===== src/rtl/core/bc_pkg.sv =====
package bc_pkg;

  localparam int MAX_VERTICES  = 256;
  localparam int MAX_EDGES     = 1024;
  localparam int FRACTION_BITS = 16;

  localparam int VERT_W  = 8;
  localparam int VCNT_W  = $clog2(MAX_VERTICES + 1);
  localparam int EADDR_W = $clog2(MAX_EDGES);
  localparam int ECNT_W  = $clog2(MAX_EDGES + 1);
  localparam int HOP_W   = VCNT_W;
  localparam int DATA_W  = 32;
  localparam int PROD_W  = 2 * DATA_W;
  localparam int DIVCNT_W = $clog2(PROD_W + 1);

  localparam logic [DATA_W-1:0] SAT32   = '1;
  localparam logic [DATA_W-1:0] FIX_ONE = DATA_W'(1) << FRACTION_BITS;

  typedef enum logic [1:0] {
    ACT_CLEAR,
    ACT_ADD,
    ACT_COMPUTE,
    ACT_READ
  } action_t;

  typedef enum logic [1:0] {
    ST_OK,
    ST_FULL,
    ST_RANGE,
    ST_NOT_COMPUTED
  } status_t;

  typedef enum logic [4:0] {
    S_IDLE, S_RESP, S_CINIT, S_CSRC,
    S_FPOP, S_FPOPW, S_FVLAT, S_FEDGE, S_FEDGEW, S_FCAND, S_FVIS, S_FADV,
    S_BINIT, S_BPOP, S_BPOPW, S_BWLAT, S_BEDGE, S_BEDGEW, S_BCAND, S_BCHK,
    S_BMUL, S_BDIVI, S_BDIV, S_BACC, S_BADV, S_BSRD, S_BSWR
  } state_t;

  typedef enum logic [4:0] {
    CMD_NONE, CMD_ACCEPT, CMD_RESP, CMD_CINIT, CMD_SRC,
    CMD_FPOP, CMD_FPOPW, CMD_FVLAT, CMD_EDGE, CMD_EDGEW, CMD_FCAND, CMD_FVIS,
    CMD_ADV, CMD_BINIT, CMD_BPOP, CMD_BPOPW, CMD_BWLAT, CMD_BCAND, CMD_BCHK,
    CMD_BMUL, CMD_DIVSTART, CMD_BACC, CMD_SRD, CMD_SWR
  } cmd_t;

  typedef struct packed {
    logic queue_empty;
    logic edges_done;
    logic fwd_hit;
    logic bwd_hit;
    logic last_side;
    logic acc_ok;
    logic div_done;
    logic index_zero;
    logic w_is_src;
    logic sources_done;
    logic out_pending;
  } dp_stat_t;

  function automatic logic [DATA_W-1:0] sat_add(input logic [DATA_W-1:0] a,
                                                input logic [DATA_W-1:0] b);
    logic [DATA_W:0] s;
    s = {1'b0, a} + {1'b0, b};
    return s[DATA_W] ? SAT32 : s[DATA_W-1:0];
  endfunction

endpackage


===== src/rtl/core/bc_ctrl.sv =====
module bc_ctrl (
  input  logic             clk,
  input  logic             rst_n,
  input  logic             in_valid,
  input  logic [1:0]       in_action,
  output logic             in_ready,
  input  bc_pkg::dp_stat_t stat,
  output bc_pkg::cmd_t     cmd
);

  bc_pkg::state_t state_r, state_nxt;

  always_ff @(posedge clk) begin
    if (!rst_n) begin
      state_r <= bc_pkg::S_IDLE;
    end else begin
      state_r <= state_nxt;
    end
  end

  always_comb begin
    state_nxt = state_r;
    cmd       = bc_pkg::CMD_NONE;
    in_ready  = 1'b0;
    case (state_r)
      bc_pkg::S_IDLE: begin
        in_ready = !stat.out_pending;
        if (in_valid && !stat.out_pending) begin
          cmd = bc_pkg::CMD_ACCEPT;
          state_nxt = (in_action == bc_pkg::ACT_COMPUTE) ? bc_pkg::S_CINIT : bc_pkg::S_RESP;
        end
      end
      bc_pkg::S_RESP: begin
        cmd = bc_pkg::CMD_RESP;
        state_nxt = bc_pkg::S_IDLE;
      end
      bc_pkg::S_CINIT: begin
        cmd = bc_pkg::CMD_CINIT;
        state_nxt = bc_pkg::S_CSRC;
      end
      bc_pkg::S_CSRC: begin
        cmd = bc_pkg::CMD_SRC;
        state_nxt = stat.sources_done ? bc_pkg::S_RESP : bc_pkg::S_FPOP;
      end
      bc_pkg::S_FPOP: begin
        cmd = bc_pkg::CMD_FPOP;
        state_nxt = stat.queue_empty ? bc_pkg::S_BINIT : bc_pkg::S_FPOPW;
      end
      bc_pkg::S_FPOPW: begin
        cmd = bc_pkg::CMD_FPOPW;
        state_nxt = bc_pkg::S_FVLAT;
      end
      bc_pkg::S_FVLAT: begin
        cmd = bc_pkg::CMD_FVLAT;
        state_nxt = bc_pkg::S_FEDGE;
      end
      bc_pkg::S_FEDGE: begin
        cmd = bc_pkg::CMD_EDGE;
        state_nxt = stat.edges_done ? bc_pkg::S_FPOP : bc_pkg::S_FEDGEW;
      end
      bc_pkg::S_FEDGEW: begin
        cmd = bc_pkg::CMD_EDGEW;
        state_nxt = bc_pkg::S_FCAND;
      end
      bc_pkg::S_FCAND: begin
        cmd = bc_pkg::CMD_FCAND;
        state_nxt = stat.fwd_hit ? bc_pkg::S_FVIS : bc_pkg::S_FADV;
      end
      bc_pkg::S_FVIS: begin
        cmd = bc_pkg::CMD_FVIS;
        state_nxt = bc_pkg::S_FADV;
      end
      bc_pkg::S_FADV: begin
        cmd = bc_pkg::CMD_ADV;
        state_nxt = stat.last_side ? bc_pkg::S_FEDGE : bc_pkg::S_FCAND;
      end
      bc_pkg::S_BINIT: begin
        cmd = bc_pkg::CMD_BINIT;
        state_nxt = bc_pkg::S_BPOP;
      end
      bc_pkg::S_BPOP: begin
        cmd = bc_pkg::CMD_BPOP;
        state_nxt = stat.index_zero ? bc_pkg::S_CSRC : bc_pkg::S_BPOPW;
      end
      bc_pkg::S_BPOPW: begin
        cmd = bc_pkg::CMD_BPOPW;
        state_nxt = bc_pkg::S_BWLAT;
      end
      bc_pkg::S_BWLAT: begin
        cmd = bc_pkg::CMD_BWLAT;
        state_nxt = bc_pkg::S_BEDGE;
      end
      bc_pkg::S_BEDGE: begin
        cmd = bc_pkg::CMD_EDGE;
        state_nxt = stat.edges_done ? bc_pkg::S_BSRD : bc_pkg::S_BEDGEW;
      end
      bc_pkg::S_BEDGEW: begin
        cmd = bc_pkg::CMD_EDGEW;
        state_nxt = bc_pkg::S_BCAND;
      end
      bc_pkg::S_BCAND: begin
        cmd = bc_pkg::CMD_BCAND;
        state_nxt = stat.bwd_hit ? bc_pkg::S_BCHK : bc_pkg::S_BADV;
      end
      bc_pkg::S_BCHK: begin
        cmd = bc_pkg::CMD_BCHK;
        state_nxt = stat.acc_ok ? bc_pkg::S_BMUL : bc_pkg::S_BADV;
      end
      bc_pkg::S_BMUL: begin
        cmd = bc_pkg::CMD_BMUL;
        state_nxt = bc_pkg::S_BDIVI;
      end
      bc_pkg::S_BDIVI: begin
        cmd = bc_pkg::CMD_DIVSTART;
        state_nxt = bc_pkg::S_BDIV;
      end
      bc_pkg::S_BDIV: begin
        if (stat.div_done) state_nxt = bc_pkg::S_BACC;
      end
      bc_pkg::S_BACC: begin
        cmd = bc_pkg::CMD_BACC;
        state_nxt = bc_pkg::S_BADV;
      end
      bc_pkg::S_BADV: begin
        cmd = bc_pkg::CMD_ADV;
        state_nxt = stat.last_side ? bc_pkg::S_BEDGE : bc_pkg::S_BCAND;
      end
      bc_pkg::S_BSRD: begin
        cmd = bc_pkg::CMD_SRD;
        state_nxt = stat.w_is_src ? bc_pkg::S_BPOP : bc_pkg::S_BSWR;
      end
      bc_pkg::S_BSWR: begin
        cmd = bc_pkg::CMD_SWR;
        state_nxt = bc_pkg::S_BPOP;
      end
      default: state_nxt = bc_pkg::S_IDLE;
    endcase
  end

endmodule


===== config.mk =====
export PLATFORM = sky130hd
export DESIGN_NAME = bc_ctrl
export DESIGN_NICKNAME = d
export VERILOG_FILES = /design/src/rtl/core/bc_pkg.sv /design/src/rtl/core/bc_ctrl.sv
export SDC_FILE = /design/constraint.sdc
export NUM_CORES = 1
export LEC_CHECK = 0
export BUFFER_PORTS_ARGS = -buffer_cell sky130_fd_sc_hd__buf_4
export CELL_PAD_IN_SITES_DETAIL_PLACEMENT = 1
export CELL_PAD_IN_SITES_GLOBAL_PLACEMENT = 1
export CORE_MARGIN = 5
export CORE_UTILIZATION = 32
export CTS_BUF_LIST = sky130_fd_sc_hd__clkbuf_16
export CTS_CLUSTER_DIAMETER = 50
export DETAILED_ROUTE_END_ITERATION = 8
export PLACE_DENSITY_LB_ADDON = 0.3
export RECOVER_POWER = 100
export REMOVE_ABC_BUFFERS = 1
export SYNTH_ARGS = -nofsm -noshare
export SYNTH_HDL_FRONTEND = slang
export SYNTH_SLANG_ARGS = --single-unit

===== constraint.sdc =====
create_clock -name clk -period 1.2 [get_ports clk]
set_input_delay 0.06 -clock clk [delete_from_list [all_inputs] [get_ports clk]]
set_output_delay 0.06 -clock clk [all_outputs]
set_load 0.05 [all_outputs]

==> results.cfg <==
[outcome]
status = finished, violations left
violations = negative setup slack

[min_path]
min_path_cells = 3
hold_class = in -> reg

[yosys]
synth-edff-count = 0
synth_top_area_share_pct = 11.49
synth_flop_cell = dfxtp_1
synth.cell_area_um2 = 870.8
syn-instance-count = 140
ys_seq_area_share_pct = 11.49
avgSynthCellArea_um2 = 6.220
synth_warnings = 0
synthTopCellsByArea = dfxtp_1 (11%), nand2_1 (8.6%), a21oi_1 (8.0%)
synthArstFlopShare_pct = 0
synth-seq-cells = 5
yosysUniqueCellTypes = 48
synth_top_area_cell = dfxtp_1

[final_layout]
final_nets = 215
final-seq-area_um2 = 113.9
largest_reg_flops = 5
drive_gt1_share_pct = 57.58
n_antenna_cell = 0
area_growth_pct = 104.2
top_register = state_r
final_common_cell = buf_4
reg.largest.list = state_r x5
nFillCells = 317
multi_input_area_um2 = 897.1
instances_no_fill = 229
finish.instance_area_um2 = 1778
layout_common_cells = buf_4 (46), nand2_1 (16), buf_6 (14), a21oi_1 (10), nor2_1 (8)

[worst_setup_path]
worst-path-buf-inv = 3
required_ps = 1140
worstSetupEndpointType = primary output
reg2reg_depth = 5
crit_chain = buf_6, buf_6, nor3b_2, a21oi_1, o22ai_1, buf_4
critPathLaunchType = flop
crit_fanout = 6
arrival_ps = 1520
criticalPathCategory = reg -> out
cp_common_cell = buf_6
crit_family = buffers and inverters
slowest_delay_ps = 370
cp_slowest_cell = dfxtp_4
crit_cells = 6

[floorplanning]
dieHeight_um = 62.17
die_area_um2 = 3864
core.rowCount = 19
core_area_um2 = 2686
io_pins = 22
start_util_pct = 32.42
die_w_um = 62.17

[global_routing]
grt_pass1_wl_mm = 8.280
top_usage_layer = met2
overflow = 0
grt_start_max_net_pins = 20
antenna_found_initial = 0
grtUsageMet3_pct = 3.423
grt_pass1_vias = 1481
met2_usage_pct = 46.63
grt_use_total_pct = 26.81
use_met1_pct = 33.01

[timing]
fin_crit_sh_pct = 132.0
tightest_slew_ps = 285.0
maxSlewViolCount = 0
timing.final.ws_setup_ps = -384.4
finalHoldViolCount = 0
max_freq_ghz = 0.6311
period_needed_ps = 1584
rsz0062_at_grt = yes
relSlewSlack_pct = 80.88
setup_viol = 10
skew_ps = 5.016

[pwr]
p_sw_mw = 2.674
p_clk_share_pct = 10.4
intPower_mw = 2.711
switching_share_pct = 49.65
pwr-share-seq_pct = 6.6
comb_power_share_pct = 82.9
peakVddDrop_mv = 2.505
p_per_area_nw_per_um2 = 3029
p_leak_nw = 0.7446

[place]
place_congestion = 0.9483
dp_hpwl_mm = 2.860
placedCellCount = 210
placed_cell_area_um2 = 1247
portBuffers = 21

[detailed_routing]
drtPass1Iterations = 4
avgViaCountPerCell = 6.550
wl_mm = 5.958
drt_iter0_drc = 130
routed-via-count = 1500
postRouteAntennaNets = 0
drt-wirelength-per-cell_um = 26.02
drc = 0

[clock_network]
postCtsHoldBufs = 0
cts_tree = done
cts_root_buf = clkbuf_16
cts_max_path_buffers = 2
cts.sinks = 5
clkTransAtPathRegs_ps = 40
cts.htree.levels = 1
numCtsBuffers = 3
clock_latency_ps = 230

[run]
maxCapViolations = 0
-- layer usage --
metal,share of wire (%),routed length [um]
met1,38,2267
met2,50,3006
met3,6.5,386
met4,5.0,297
met5,0,0
-- worst min-delay path: cells and delay by family --
| kind | cells | cell delay, ps |
|---|---|---|
| AOI/OAI and AO/OA | 1 | 40 |
| buffers and inverters | 1 | 150 |
| and+or+nand+nor | 1 | 70 |
-- worst paths after layout --
kind | start | endpoint | slack [ps]
worst max-delay path | state_r[3] | cmd[3] | -380
worst min-delay path | rst_n | state_r[0] | 120
worst min register to register | state_r[3] | state_r[2] | 690
worst max register to register | state_r[3] | state_r[0] | -350
-- cells by family after synthesis --
| kind of cell | Yosys count | synth area share [%] |
|---|---|---|
| AOI/OAI and AO/OA | 58 | 43.25 |
| xor gates and xnor gates | 2 | 2.012 |
| muxes | 1 | 1.149 |
| and+or+nand+nor | 56 | 32.33 |
| DFF | 5 | 11.49 |
| buffers and inverters | 18 | 9.769 |
-- synthesized netlist by cell type (3+ instances only) --
library cell	number
a21oi_1	14
a31oi_1	5
buf_2	10
dfxtp_1	5
inv_1	3
nand2_1	20
nand2b_1	6
nand3_1	3
nor2_1	10
nor2b_1	3
o21ai_0	11
o22ai_1	5
-- what timing repair did --
item | 4_1_cts | 5_1_grt
gates cloned | 1 | 0
buffers inserted | 5 | 9
setup endpoints to repair | 11 | 11
pin swaps | 18 | 12
endpoints found under the hold margin | 0 | 0
resized for setup | 60 | 25
-- per-stage QoR --
stage | hold WS [ps] | utilization, % | power [mW] | TNS (ps) | setup slack, ps
global placement | 330.4 | 46.44 | 3.112 | -1424 | -236.1
global route | 123.9 | 66.19 | 5.585 | -3564 | -467.0
CTS | 110.1 | 59.25 | 4.512 | -2048 | -289.0
floorplan | 176.1 | - | 1.946 | -5928 | -882.5
finish | 119.7 | 66.19 | 5.385 | -2902 | -384.4
detailed placement | 340.3 | 46.44 | 3.180 | -1610 | -278.4
-- cell type report --
class                   count  share of cell area, %
clock buffers               3                  4.222
inverters                   5                  1.337
multi-input cells         117                  50.46
repair buffers             67                  35.19
flip-flops and latches      5                  6.404
well taps                  31                  2.182
clock inverters             1                 0.2111
-- power by group through the flow --
stage                     Clock, mW  Combinational [mW]  Sequential [mW]
final                         0.562                4.47            0.357
after global routing          0.579                4.64            0.363
after CTS                     0.550                3.62            0.341
after detailed placement          0                2.88            0.300
after global placement            0                2.82            0.293
after floorplan                   0                1.42            0.524
Power figures use the tool's default switching activity.
